**config.mk**
```make
export PLATFORM = sky130hd
export DESIGN_NAME = message_header_checksum_validator_top
export DESIGN_NICKNAME = d
export VERILOG_FILES = /design/src/rtl/mhcv_pkg.sv /design/src/rtl/message_header_checksum_validator_top.sv
export VERILOG_INCLUDE_DIRS = /design/src /design/src/rtl
export SDC_FILE = /design/constraint.sdc
export NUM_CORES = 1
export LEC_CHECK = 0
export BUFFER_PORTS_ARGS = -buffer_cell sky130_fd_sc_hd__buf_2
export CAP_MARGIN = 15
export CORE_ASPECT_RATIO = 0.75
export CORE_MARGIN = 2
export CORE_UTILIZATION = 55
export CTS_CLUSTER_SIZE = 25
export DETAILED_ROUTE_END_ITERATION = 10
export HOLD_SLACK_MARGIN = 0.06
export PLACE_DENSITY_LB_ADDON = 0.12
export SYNTH_ARGS = -nofsm -noshare
export SYNTH_HDL_FRONTEND = slang
export SYNTH_SLANG_ARGS = --single-unit
```
**constraint.sdc**
```tcl
create_clock -name clk -period 12.7 [get_ports clk]
set_input_delay 0 -clock clk [delete_from_list [all_inputs] [get_ports clk]]
set_output_delay 0 -clock clk [all_outputs]
set_load 0.02 [all_outputs]
```
**src/rtl/message_header_checksum_validator_top_defines.svh**
```systemverilog
// Assertion macros shared by the validator RTL.
// Each one checks on the rising edge of clk and is disabled while rst is high.
`ifndef MESSAGE_HEADER_CHECKSUM_VALIDATOR_TOP_DEFINES_SVH
`define MESSAGE_HEADER_CHECKSUM_VALIDATOR_TOP_DEFINES_SVH

// Consequent holds in the same cycle as the antecedent
`define MHCV_ASSERT_SAME(lbl, ante, cons, msg) \
  lbl: assert property (@(posedge clk) disable iff (rst) (ante) |-> (cons)) \
    else $error(msg);

// Consequent holds in the cycle after the antecedent
`define MHCV_ASSERT_NEXT(lbl, ante, cons, msg) \
  lbl: assert property (@(posedge clk) disable iff (rst) (ante) |=> (cons)) \
    else $error(msg);

`endif

```
**src/rtl/mhcv_pkg.sv**
```systemverilog
`timescale 1ns / 1ps

package mhcv_pkg;

  // Message format
  localparam int HEADER_BYTES = 8;
  localparam int COUNT_BITS   = 17;

  localparam logic [COUNT_BITS-1:0] CNT_MAX = {COUNT_BITS{1'b1}};

  // Byte positions of the header fields
  localparam logic [COUNT_BITS-1:0] POS_MAGIC    = COUNT_BITS'(0);
  localparam logic [COUNT_BITS-1:0] POS_OPTION   = COUNT_BITS'(1);
  localparam logic [COUNT_BITS-1:0] POS_LEN_HI   = COUNT_BITS'(2);
  localparam logic [COUNT_BITS-1:0] POS_LEN_LO   = COUNT_BITS'(3);
  localparam logic [COUNT_BITS-1:0] POS_CSUM_HI  = COUNT_BITS'(4);
  localparam logic [COUNT_BITS-1:0] POS_CSUM_LO  = COUNT_BITS'(5);
  localparam logic [COUNT_BITS-1:0] HEADER_COUNT = COUNT_BITS'(HEADER_BYTES);

  // Checksum field stands in the sum as this word
  localparam logic [15:0] FILL_WORD = 16'hcccc;

  // Register reset values
  localparam logic [7:0] MAGIC_RESET = 8'hcc;
  localparam logic [7:0] MASK_RESET  = 8'h40;

  // Register map: index is paddr[2]
  localparam int ADDR_BITS = 3;
  localparam logic REG_MAGIC = 1'b0;
  localparam logic REG_MASK  = 1'b1;

  typedef struct packed {
    logic [7:0] data_byte;
    logic       last_byte;
  } in_word_t;

  typedef struct packed {
    logic        accept;
    logic        magic_ok;
    logic        length_ok;
    logic        checksum_checked;
    logic        checksum_ok;
    logic [15:0] computed_checksum;
  } res_word_t;

  // 16-bit ones' complement add with end-around carry
  function automatic logic [15:0] oc_add(input logic [15:0] a, input logic [15:0] b);
    logic [16:0] s;
    s = {1'b0, a} + {1'b0, b};
    return s[15:0] + {15'b0, s[16]};
  endfunction

endpackage

```
**src/rtl/message_header_checksum_validator_top.sv**
```systemverilog
`timescale 1ns / 1ps
// Message header validator: takes one message byte per cycle on msg while msg_stall is low
// and registers one result word per message from the byte marked last_byte. Every byte
// passes through a single adder stage (16-bit ones' complement add with end-around carry)
// between the message state registers and the result register, so bytes may arrive back
// to back at one per cycle without gaps while msg_stall is low. Results leave through an
// output register backed by a one-word skid register; msg_stall rises only while the skid
// register holds a result, i.e. when two results are waiting on a stalled res channel.
// magic_value (0x0) and sensitive_mask (0x4) are written over the APB port; the user must
// write them only while the block is idle, which the block itself does not enforce.

`include "message_header_checksum_validator_top_defines.svh"

module message_header_checksum_validator_top (
  input  logic                            clk,
  input  logic                            rst,
  // byte channel
  input  logic                            msg_valid,
  output logic                            msg_stall,
  input  mhcv_pkg::in_word_t              msg,
  // result channel
  output logic                            res_valid,
  input  logic                            res_stall,
  output mhcv_pkg::res_word_t             res,
  // configuration
  input  logic                            psel,
  input  logic                            penable,
  input  logic                            pwrite,
  input  logic [mhcv_pkg::ADDR_BITS-1:0]  paddr,
  input  logic [31:0]                     pwdata,
  output logic [31:0]                     prdata,
  output logic                            pready
);

  // Configuration registers
  logic [7:0] magic_value;
  logic [7:0] sensitive_mask;

  // Message state
  logic [mhcv_pkg::COUNT_BITS-1:0] byte_count, byte_count_next;
  logic [15:0] sum_acc, sum_acc_next;
  logic [7:0]  pending_high, pending_high_next;
  logic        magic_seen, magic_seen_next;
  logic [7:0]  option_byte, option_byte_next;
  logic [15:0] declared_length, declared_length_next;
  logic [15:0] received_sum, received_sum_next;

  // Output register and skid
  logic                res_q_valid;
  logic                skid_valid;
  mhcv_pkg::res_word_t skid;
  mhcv_pkg::res_word_t res_new;

  logic        msg_acc;
  logic        msg_end;
  logic        res_take;
  logic [mhcv_pkg::COUNT_BITS-1:0] pos;
  logic        pos_live;
  logic [15:0] upd_addend;
  logic        upd_add;
  logic [15:0] fin_addend;
  logic        fin_add;
  logic [15:0] fin_sum;
  logic [15:0] computed;
  logic        len_ok;
  logic        chk;
  logic        cok;

  assign pready    = 1'b1;
  assign msg_stall = skid_valid;
  assign msg_acc   = msg_valid && !msg_stall;
  assign msg_end   = msg_acc && msg.last_byte;
  assign res_valid = res_q_valid;
  assign res_take  = res_q_valid && !res_stall;

  // APB register write and read-back
  always_ff @(posedge clk) begin
    if (rst) begin
      magic_value    <= mhcv_pkg::MAGIC_RESET;
      sensitive_mask <= mhcv_pkg::MASK_RESET;
    end else if (psel && penable && pwrite && pready) begin
      if (paddr[2] == mhcv_pkg::REG_MAGIC) begin
        magic_value <= pwdata[7:0];
      end else begin
        sensitive_mask <= pwdata[7:0];
      end
    end
  end

  assign prdata = (paddr[2] == mhcv_pkg::REG_MASK) ? {24'b0, sensitive_mask}
                                                  : {24'b0, magic_value};

  // Header capture and running sum for the incoming byte
  always_comb begin
    pos                  = byte_count;
    pos_live             = (pos != mhcv_pkg::CNT_MAX);
    magic_seen_next      = magic_seen;
    option_byte_next     = option_byte;
    declared_length_next = declared_length;
    received_sum_next    = received_sum;
    pending_high_next    = pending_high;
    byte_count_next      = byte_count;
    upd_add              = 1'b0;
    upd_addend           = {pending_high, msg.data_byte};

    if (pos_live) begin
      if (pos == mhcv_pkg::POS_MAGIC) begin
        magic_seen_next = (msg.data_byte == magic_value);
      end else if (pos == mhcv_pkg::POS_OPTION) begin
        option_byte_next = msg.data_byte;
      end else if (pos == mhcv_pkg::POS_LEN_HI) begin
        declared_length_next[15:8] = msg.data_byte;
      end else if (pos == mhcv_pkg::POS_LEN_LO) begin
        declared_length_next[7:0] = msg.data_byte;
      end else if (pos == mhcv_pkg::POS_CSUM_HI) begin
        received_sum_next[15:8] = msg.data_byte;
      end else if (pos == mhcv_pkg::POS_CSUM_LO) begin
        received_sum_next[7:0] = msg.data_byte;
      end

      if (pos == mhcv_pkg::POS_CSUM_HI) begin
        // checksum field counts as the fill word
        upd_add    = 1'b1;
        upd_addend = mhcv_pkg::FILL_WORD;
      end else if (pos != mhcv_pkg::POS_CSUM_LO) begin
        if (!pos[0]) begin
          pending_high_next = msg.data_byte;
        end else begin
          upd_add = 1'b1;
        end
      end
      byte_count_next = pos + 1'b1;
    end

    sum_acc_next = upd_add ? mhcv_pkg::oc_add(sum_acc, upd_addend) : sum_acc;
  end

  // Result for a final byte: one adder straight from sum_acc covers the word
  // finished by this byte, the fill word, or the zero-padded odd trailing byte
  always_comb begin
    fin_add    = 1'b0;
    fin_addend = upd_addend;
    if (pos_live) begin
      if (upd_add) begin
        fin_add = 1'b1;
      end else if (pos != mhcv_pkg::POS_CSUM_LO) begin
        // even position: this byte is an odd trailing byte
        fin_add    = 1'b1;
        fin_addend = {msg.data_byte, 8'h00};
      end
    end else begin
      // saturated count is odd: pad the stored high byte
      fin_add    = 1'b1;
      fin_addend = {pending_high, 8'h00};
    end
    fin_sum  = fin_add ? mhcv_pkg::oc_add(sum_acc, fin_addend) : sum_acc;
    computed = ~fin_sum;

    len_ok = (byte_count_next != mhcv_pkg::CNT_MAX) &&
             (byte_count_next >= mhcv_pkg::HEADER_COUNT) &&
             ((byte_count_next - mhcv_pkg::HEADER_COUNT) ==
              {{(mhcv_pkg::COUNT_BITS-16){1'b0}}, declared_length_next});
    chk = |(option_byte_next & sensitive_mask);
    cok = !chk || (computed == received_sum_next);

    res_new.accept            = magic_seen_next && len_ok && cok;
    res_new.magic_ok          = magic_seen_next;
    res_new.length_ok         = len_ok;
    res_new.checksum_checked  = chk;
    res_new.checksum_ok       = cok;
    res_new.computed_checksum = computed;
  end

  // Message state registers; cleared after the final byte
  always_ff @(posedge clk) begin
    if (rst || msg_end) begin
      byte_count      <= '0;
      sum_acc         <= '0;
      pending_high    <= '0;
      magic_seen      <= 1'b0;
      option_byte     <= '0;
      declared_length <= '0;
      received_sum    <= '0;
    end else if (msg_acc) begin
      byte_count      <= byte_count_next;
      sum_acc         <= sum_acc_next;
      pending_high    <= pending_high_next;
      magic_seen      <= magic_seen_next;
      option_byte     <= option_byte_next;
      declared_length <= declared_length_next;
      received_sum    <= received_sum_next;
    end
  end

  // Output register with one-word skid
  always_ff @(posedge clk) begin
    if (rst) begin
      res_q_valid <= 1'b0;
      skid_valid  <= 1'b0;
    end else if (!res_q_valid || res_take) begin
      if (skid_valid) begin
        res_q_valid <= 1'b1;
        skid_valid  <= 1'b0;
      end else begin
        res_q_valid <= msg_end;
      end
    end else if (msg_end) begin
      skid_valid <= 1'b1;
    end
  end

  always_ff @(posedge clk) begin
    if (!res_q_valid || res_take) begin
      res <= skid_valid ? skid : res_new;
    end
    if (res_q_valid && !res_take && msg_end) begin
      skid <= res_new;
    end
  end

  `MHCV_ASSERT_SAME(a_skid_behind_out, skid_valid, res_q_valid, "skid word held with empty output register")
  `MHCV_ASSERT_NEXT(a_no_phantom, msg_acc && !msg.last_byte && !res_q_valid, !res_q_valid, "result without final byte")
  `MHCV_ASSERT_NEXT(a_clear_after_end, msg_end, byte_count == '0, "message state not cleared after final byte")
  `MHCV_ASSERT_SAME(a_accept_and, res_q_valid, res.accept == (res.magic_ok && res.length_ok && res.checksum_ok), "accept disagrees with check flags")
  `MHCV_ASSERT_SAME(a_unchecked_ok, res_q_valid && !res.checksum_checked, res.checksum_ok, "checksum failed without being requested")

endmodule

```
After elaboration in Yosys (flattened, before gate mapping)
Index checks and enable logic that the tools add are counted.

Register bits after elaboration: 142. Word-level logic and storage cells: 108.

Equality and inequality tests: 11. Reductions and logical operators: 26. Add/sub/neg operators: 6. Order comparisons: 1. Bitwise operators: 5. Mux-type cells: 36.

Operator list (count): two-way mux 16 bit (14); two-way mux 8 bit (10); adder 16 x 16 -> 17 bit (2); equality test 17 x 2 -> 1 bit, second input constant (2); equality test 17 x 3 -> 1 bit, second input constant (2); inequality test 17 bit, second input constant (2); adder 16 x 1 -> 16 bit (2); two-way mux 21 bit (1); adder 17 x 1 -> 17 bit, second input constant (1); equality test 17 x 1 -> 1 bit, second input constant (1); equality test 17 x 16 -> 1 bit (1); >= comparator 17 x 4 -> 1 bit, second input constant (1); logical NOT 17 bit (1); two-way mux 17 bit (1); inequality test 17 x 3 -> 1 bit, second input constant (1); subtractor 17 x 4 -> 17 bit, second input constant (1); equality test 16 bit (1); NOT 16 bit (1); logical AND 1 bit (11); two-way mux 1 bit (10); bitwise AND 8 bit (1); equality test 8 bit (1); OR reduction 8 bit (1); AND reduction 2 bit (3); 5 further kinds (13).

Longest topological paths before layout
Gate-level depths: netlist (run 1).

Word-level depth: 14. Gate-level depth with buffers: 37.

Least setup slack after synthesis (run 1)
OpenSTA, ideal clock, no wires.

Path type: register -> register. From: register byte_count[0] (netlist bit). To: register res[16] (netlist bit), data pin. Clock period less this slack: 7.081 ns. Buffers on the path: 5. Arrival: 6.821 ns. Library setup time: 0.260 ns. Stages on the path, launching flop included: 38. Setup slack: 5.619 ns. Path through: dfxtp_1 clkbuf_1 inv_1 ha_1 clkbuf_1 nor4bb_1 and4_1 buf_4 clkbuf_1 nor2_1 o21ai_0 clkbuf_1 and3_1 ha_1 inv_1 fa_1 nor2b_1 o221ai_1 [... 2 more ...] nor2b_1 o21ai_0 a21boi_0 o21ai_0 nand2b_1 ha_1 ha_1 nand2_1 nor3_1 nand3_2 nor4_1 xnor2_1 xnor2_1 nor2_1 a31oi_1 o31a_2 inv_1 mux2_2.

Word-level cells in the longest chain between the ends: 13. Elaborated cells between the ends (all ways): 41. Classes of those cells: 2 x add/sub; 8 x eq/ne; 25 x mux; 2 x bitwise; 4 x reduce/logical.

RTL lines: start: declaration (line message_header_checksum_validator_top.sv:40) `logic [mhcv_pkg::COUNT_BITS-1:0] byte_count, byte_count_next;`; start signal: assignment (line message_header_checksum_validator_top.sv:185) `byte_count <= byte_count_next;`; equality test 17 x 3 -> 1 bit, or another cell as far along (line message_header_checksum_validator_top.sv:115, message_header_checksum_validator_top.sv:121); two-way mux 16 bit / two-way mux 1 bit (equally long branches) (line message_header_checksum_validator_top.sv:121, message_header_checksum_validator_top.sv:125); two-way mux 16 bit / two-way mux 1 bit (equally long branches) (line message_header_checksum_validator_top.sv:106, message_header_checksum_validator_top.sv:121); two-way mux 16 bit / two-way mux 1 bit (equally long branches) (line message_header_checksum_validator_top.sv:146, message_header_checksum_validator_top.sv:106); two-way mux 16 bit (line message_header_checksum_validator_top.sv:144) `if (upd_add) begin`; two-way mux 16 bit (line message_header_checksum_validator_top.sv:143) `if (pos_live) begin`; adder 16 x 16 -> 17 bit (line mhcv_pkg.sv:49) `s = {1'b0, a} + {1'b0, b};`; adder 16 x 1 -> 16 bit (line mhcv_pkg.sv:50) `return s[15:0] + {15'b0, s[16]};`; two-way mux 16 bit (line message_header_checksum_validator_top.sv:156) `fin_sum = fin_add ? mhcv_pkg::oc_add(sum_acc, fin_addend) : sum_acc;`; NOT 16 bit (line message_header_checksum_validator_top.sv:157) `computed = ~fin_sum;`; equality test 16 bit (line message_header_checksum_validator_top.sv:164) `cok = !chk || (computed == received_sum_next);`; logical OR 1 bit * (line message_header_checksum_validator_top.sv:164); via cok (line message_header_checksum_validator_top.sv:67) `logic cok;`; two-way mux 21 bit * (line message_header_checksum_validator_top.sv:214) `res <= skid_valid ? skid : res_new;`; end signal: assignment (line message_header_checksum_validator_top.sv:214); end: declaration (line message_header_checksum_validator_top.sv:24) `output mhcv_pkg::res_word_t res,`.

Mark *: on every way through the listed nets, which the timed path passes. The rest lies on a longest branch. A chain may end at the register's enable or synchronous reset.

Final worst setup path (run 1)
Ends and elaborated chain as after synthesis.

==> run_results.csv, run 1 <==
group,metric,value,unit
yosys,ys_types,97,
grt,antenna_found_initial,0,
final_layout,syn2layout_area_growth,10.39,%
sta,final.min_clock_period,7.698,ns
yosys,async_flop_share,0,%
floorplan,initial_core_util,56.37,%
yosys,synth-compound-area-share,15.98,%
floorplan,coreArea,18620,sq um
route,vias,8918,
floorplan,rows,43,
cts,clock_path_buffers,2,
status,status,"finished clean",
sta,timing.slew.headroom,24.08,%
route,drt_iter0_drc,730,
power,p_leak,4.517,nW
critical_path,worstPathRequired,12.89,ns
yosys,synth_flop_cell,"dfxtp_1",
sta,finalWorstSetupSlack,5.002,ns
sta,worstMarginPinSlew,1.137,ns
floorplan,dieHeight,123.6,um
yosys,seq_area_frac_synth,31.10,%
critical_path,crit_type,"reg -> reg",
critical_path,crit_family,"simple AND/OR/NAND/NOR gates",
final_layout,num-fill-cells,1609,
floorplan,io-pin-count,107,
yosys,syn_inst,1211,
power,finalPower,1.256,mW
worst_hold_path,hold_path_end,"sensitive_mask[2]",
grt,grt_pass1_wl,43360,um
yosys,syn_area,10490,sq um
cts,path_clk_slew,0.07,ns
critical_path,rrSetupSlack,5.00,ns
sta,tns,0,ns
route,first_pass_iters,5,
yosys,synth_edf_count,42,
critical_path,cp_num_buf_inv,5,
yosys,synth_top_family_by_area,"simple AND/OR/NAND/NOR gates",
cts,cts_buffers,17,
critical_path,endpoint_kind,"flip-flop",
final_layout,antennaDiodeCount,0,
power,ir_drop,0.08339,mV
grt,grt-ovfl-total,0,
final_layout,drive_above_1_share,14.00,%
cts,cts_tree,"yes",
final_layout,multi_input_area,6701,sq um
grt,grt_max_degree,83,
sta,final-hold-violation-count,0,
sta,drv_slew,0,
grt,grtUsageTotal,27.50,%
placement,dp_slack,5.169,ns
sta,clock_skew,0.009875,ns
placement,gp_congestion,0.8963,
worst_hold_path,hold_class,"in -> reg",
grt,grt_pass1_vias,8273,
route,ant_nets,0,
floorplan,die_area,20210,sq um
cts,root_buffer,"clkbuf_16",
route,drcViolationCount,0,
route,viasPerCell,5.930,
critical_path,cp_slowest_cell,"dfxtp_1",
run,cap_viol_max_count,0,
worst_hold_path,worstHoldStart,"penable",
yosys,yosys.area_share.simple,21.42,%
yosys,ys_ff_latch,142,
critical_path,critical-path-max-stage-delay,0.46,ns
critical_path,worstPathArrival,7.89,ns
cts,clkLatencyLatePin,0.44,ns
critical_path,critPathLaunchType,"flip-flop",
yosys,synthMuxAreaShare,9.063,%
worst_hold_path,min_path_cells,5,
cts,post_cts_buffers,0,
final_layout,finalNetCount,1339,
cts,postCtsResizedCells,0,
cts,htree_levels,4,
final_layout,seq_area,3263,sq um
floorplan,dieWidth,163.5,um
cts,cts_sinks,142,
yosys,synth_adder_area_share,5.390,%
critical_path,r2r-end,"res[16]",
sta,rsz0062_at_grt,"false",
critical_path,r2r-start,"byte_count[0]",
yosys,yosys.area_share.xor_xnor,11.05,%
sta,setup_viol,0,
yosys,yosys_warnings,0,
route,wl,26930,um
placement,portBuffers,55,
critical_path,worstRegToRegCells,34,
critical_path,cp_max_fo,26,
sta,final.period_utilization,60.62,%
cts,cts-hold-fix-buffers,22,
placement,dp_hpwl,19050,um
critical_path,critPathMostFrequentCell,"ha_1",
route,wire_per_inst,17.90,um
sta,fmax,129.9,MHz
power,powerDensity,108.5,nW/um^2
yosys,syn_avg_cell_area,8.664,sq um
## worst min-delay path, stage by stage
cell and delay, ns:
buf_2 0.10, nand3_1 0.07, nor2_1 0.13, nand2_1 0.10, a21oi_1 0.05
## flip-flops by register name (all words and copies together) (netlist names)
signal / flops
received_sum: 16
declared_length: 16
pending_high: 8
byte_count: 17
skid: 21
magic_value: 8
option_byte: 8
magic_seen: 1
res: 21
msg_stall: 1
res_valid: 1
sum_acc: 16
sensitive_mask: 8
## power by group
part,switching (mW),internal (mW)
clock,0.234,0.306
sequential,0.0113,0.486
combinational,0.131,0.0888
total,0.376,0.880
## cell families (layout without fill, tap and decap cells)
family / after synthesis / count (layout)
simple gates: 439 / 439
other cells: 2 / 25
mux: 90 / 90
compound gates: 247 / 247
flops: 142 / 142
fa+ha+maj: 44 / 44
buf+inv: 125 / 148
xor+xnor: 122 / 122
## per-layer routing
layer | wire length (um) | up-vias | global-route usage [%]
met5 | 0 | - | 0
met4 | 567 | 0 | 7.785
met3 | 1641 | 50 | 5.761
met2 | 11850 | 290 | 42.99
met1 | 12870 | 4220 | 38.70
li1 | - | 4358 | -
## cell usage after synthesis (all sizes together), types with 10 or more instances
cell type | instances | area, sq um
buf | 49 | 335.3
nand3 | 35 | 180.2
o21ai | 33 | 168.9
nor3 | 22 | 110.1
dfxtp | 100 | 2002
a21o | 10 | 75.07
and2 | 10 | 62.56
o211ai | 10 | 80.07
a21oi | 89 | 449.2
clkbuf | 45 | 170.2
nand2 | 144 | 540.5
nor2b | 22 | 137.6
xnor2 | 83 | 734.5
nand4 | 21 | 137.6
or2 | 12 | 75.08
ha | 42 | 525.5
xor2 | 33 | 289.0
and3 | 18 | 112.6
mux2 | 37 | 420.4
inv | 31 | 116.4
edfxtp | 42 | 1261
nor4 | 12 | 102.6
a31oi | 11 | 68.82
mux2i | 53 | 530.5
a211oi | 26 | 217.7
nor2 | 104 | 409.2
## layout make-up
cell class,instances,area share [%]
multi-input cells,967,57.86
flip-flops and latches,142,28.17
repair buffers,85,4.796
clock buffers,19,4.105
well taps,247,2.668
clock inverters,13,1.394
inverters,31,1.005
## per-stage QoR
| stage | cells | hold WS [ns] | utilization, % | cell area (sq um) |
|---|---|---|---|---|
| finish | 1504 | 0.07025 | 62.22 | 11580 |
| global route | 1504 | 0.1116 | 62.22 | 11580 |
| CTS | 1504 | 0.06664 | 62.22 | 11580 |
| detailed placement | 1450 | 0.2269 | 57.62 | 10730 |
| global placement | 1450 | 0.2216 | 57.62 | 10730 |
| floorplan | 1234 | 0.1179 | - | 10580 |
## worst max path at each step
| stage | from | end | slack, ns | cells after the start |
|---|---|---|---|---|
| 6_report | byte_count[0] | res[16] | 5.00 | 34 |
| 3_5_place_dp | byte_count[0] | res[16] | 5.17 | 34 |
| 2_1_floorplan | byte_count[0] | res[16] | 5.62 | 37 |
| 5_1_grt | byte_count[0] | res[20] | 4.32 | 33 |
| 4_1_cts | byte_count[0] | res[16] | 5.12 | 34 |
| 3_3_place_gp | byte_count[0] | res[16] | 5.21 | 34 |
## cells in the final DEF, fill, tap and decap left out, types with 30 or more instances in the layout
master,count
nor2_1,101
edfxtp_1,42
inv_1,31
mux2i_1,53
nand2_1,144
a21oi_1,88
buf_2,55
mux2_2,36
dfxtp_1,100
xor2_1,33
nand3_1,34
xnor2_1,82
ha_1,42
o21ai_0,30
Note: power is estimated with default switching activity, not from simulation.
==> run 2, diff against run 1 <==
- ABC_AREA: default -> 1
- clock period: 12.7 -> 7.9 ns (I/O delays scaled with it)
==> run 2 against run 1 <==
Effect of this change: the run now ends with DRC left; count of clock-buffer cells in the layout unchanged; flip-flop and latch count unchanged; combinational power up 140%; clock skew up 0.0024 ns; first-iteration DRC count up 78%; core utilization up 0.17 points; power up 79%; maximum frequency up 12%; die area up 4.5%; final cell count up 36%; setup slack worse by 4.0 ns; critical endpoint is now res[20]; highest routed layer unchanged.
==> run_results.csv, run 2 <==
group,metric,value,unit
status,status,"finished, violations left",
status,violations,"DRC",
critical_path,endpoint_kind,"flip-flop",
yosys,yosys.area_share.simple,33.74,%
cts,cts_buffers,17,
yosys,synthMuxAreaShare,0.09114,%
critical_path,cp_num_buf_inv,8,
sta,rsz0062_at_grt,"false",
yosys,ys_ff_latch,142,
cts,post_cts_buffers,0,
final_layout,top_regs,"res (21), skid (21), byte_count (17)",
grt,antenna_found_initial,0,
cts,cts-hold-fix-buffers,20,
grt,grt_pass1_vias,9844,
critical_path,crit_family,"simple AND/OR/NAND/NOR gates",
final_layout,num-fill-cells,1900,
route,wire_per_inst,16.08,um
power,p_int,1.499,mW
route,drt_iter0_drc,1300,
route,drcViolationCount,9,
grt,grt_pass1_wl,52220,um
grt,grt_util_met3,7.114,%
power,p_leak,6.235,nW
sta,setup_viol,0,
cts,cts_sinks,142,
floorplan,rows,44,
cts,cts_tree,"yes",
route,ant_nets,0,
placement,dp_hpwl,24900,um
sta,tns,0,ns
floorplan,dieWidth,167.2,um
sta,final.period_utilization,86.80,%
power,ir_drop,0.1222,mV
power,seqPwrFrac,36.8,%
critical_path,cp_max_fo,22,
critical_path,worstPathRequired,8.20,ns
final_layout,finalNetCount,1876,
cts,root_buffer,"clkbuf_16",
cts,postCtsResizedCells,0,
grt,use_met2,44.20,%
run,cap_viol_max_count,0,
route,first_pass_iters,11,
yosys,syn_inst,1725,
yosys,async_flop_share,0,%
yosys,ys_types,51,
power,p_comb_share,24.0,%
cts,path_clk_slew,0.07,ns
power,clockPowerShare,39.2,%
critical_path,cp_slowest_cell,"nor2_4",
yosys,yosys.area_share.xor_xnor,3.828,%
yosys,yosysTopAreaCell,"dfxtp_1",
yosys,syn_area,10980,sq um
route,vias,11190,
yosys,synth_top_family_by_area,"simple AND/OR/NAND/NOR gates",
yosys,synth_flop_cell,"dfxtp_1",
critical_path,rrSetupSlack,1.04,ns
grt,grt_util_met1,48.33,%
sta,worstMarginPinSlew,1.045,ns
worst_hold_path,hold_class,"in -> reg",
route,viasPerCell,5.465,
sta,drv_slew,0,
yosys,synthTopCellsByCount,"452 x nand2_1, 271 x inv_1, 168 x nor2_1",
critical_path,crit_type,"reg -> reg",
final_layout,antennaDiodeCount,0,
power,powerDensity,184.5,nW/um^2
final_layout,fin_cells,2047,
floorplan,initial_core_util,56.36,%
yosys,syn_avg_cell_area,6.367,sq um
final_layout,final_common_cell,"nand2_1",
placement,portBuffers,55,
sta,final.min_clock_period,6.857,ns
floorplan,dieHeight,126.4,um
yosys,synth_area_leaders,"dfxtp_1 18%, nand2_1 15%, edfxtp_1 11%",
yosys,seq_area_frac_synth,29.71,%
grt,grt-ovfl-total,0,
floorplan,coreArea,19490,sq um
power,p_switching,0.7447,mW
final_layout,syn2layout_area_growth,10.71,%
yosys,synth_edf_count,42,
sta,timing.slew.headroom,30.28,%
critical_path,worstPathArrival,7.16,ns
placement,gp_congestion,0.9524,
yosys,yosys_warnings,0,
power,finalPower,2.243,mW
grt,grtUsageTotal,31.39,%
placement,placedCellCount,1995,
final_layout,drive_above_1_share,7.971,%
critical_path,critPathLaunchType,"flip-flop",
yosys,synth_top_area_share,18.23,%
grt,grt_max_degree,63,
floorplan,die_area,21130,sq um
cts,clock_path_buffers,2,
cts,htree_levels,4,
yosys,synth.most_common_cell,"nand2_1",
sta,final-hold-violation-count,0,
final_layout,layout_common_cells,"452 x nand2_1, 271 x inv_1, 167 x nor2_1",
sta,clock_skew,0.01228,ns
cts,clkLatencyLatePin,0.43,ns
route,wl,32920,um
critical_path,critical-path-max-stage-delay,0.48,ns
yosys,synth-compound-area-share,14.19,%
power,p_sw_share,33.19,%
sta,fmax,145.8,MHz
grt,busiest_layer,"met1",
yosys,synth_adder_area_share,5.149,%
critical_path,critPathMostFrequentCell,"nand2_1",
floorplan,io-pin-count,107,
[run 2: cell types whose count changed after synthesis, sizes merged, moves of 22 or more]
cell	delta
mux2	-37
o21ai	+116
a211oi	-24
nor2b	-22
mux2i	-52
xnor2	-72
inv	+247
nand3	+93
nor2	+78
nand2	+317
[run 2: worst paths after layout]
check / startpoint / endpoint / cells after the start
worst max-delay path: byte_count[0] / res[20] / 45
worst min-delay path: penable / sensitive_mask[6] / 5
worst max register to register: byte_count[0] / res[20] / 45
worst min register to register: pending_high[3] / pending_high[3] / 2
[run 2: cell type report]
type / count / area (sq um) / share of cell area, %
clock inverters: 13 / 200.2 / 1.646
well taps: 253 / 316.6 / 2.603
clock buffers: 19 / 432.9 / 3.560
flip-flops and latches: 142 / 3263 / 26.84
inverters: 283 / 1069 / 8.788
multi-input cells: 1256 / 6357 / 52.28
repair buffers: 81 / 520.5 / 4.281
[run 2: through the flow]
step | setup WS (ns) | instance area (sq um) | util, % | hold slack (ns)
after floorplan | 2.745 | 11070 | - | 0.06907
after global placement | 1.317 | 11330 | 58.12 | 0.2423
after detailed placement | 1.177 | 11330 | 58.12 | 0.2394
after CTS | 1.151 | 12160 | 62.39 | 0.06461
after global routing | 0.1727 | 12160 | 62.39 | 0.08878
final | 1.043 | 12160 | 62.39 | 0.08021
[run 2: worst register-to-register path: cells and delay by family (launching register included)]
family | cells | cell delay (ns)
adder cells (fa/ha/maj) | 5 | 1.23
AND/OR/NAND/NOR | 30 | 3.79
flip-flops | 1 | 0.42
AO/OA/AOI/OAI | 2 | 0.30
buffers and inverters | 8 | 1.02
[run 2: power groups by stage]
stage / Clock [mW] / Combinational, mW / Sequential, mW
3_3_place_gp: 0 / 0.506 / 0.840
6_report: 0.879 / 0.538 / 0.826
4_1_cts: 0.886 / 0.526 / 0.826
5_1_grt: 0.922 / 0.600 / 0.830
3_5_place_dp: 0 / 0.515 / 0.842
2_1_floorplan: 0 / 0.363 / 0.856
[run 2: per-layer routing]
metal | up-vias | wire, um
li1 | 5617 | -
met1 | 5019 | 15510
met2 | 515 | 13030
met3 | 36 | 3936
met4 | 0 | 446
met5 | - | 0
[run 2: kinds of logic (layout without fill, tap and decap cells)]
logic type,Yosys count,in the layout
AOI/OAI and AO/OA,292,292
and+or+nand+nor,846,846
buffers and inverters,350,396
DFF,142,142
muxes,1,1
adders and majority gates,44,44
other,2,25
xor gates and xnor gates,48,48
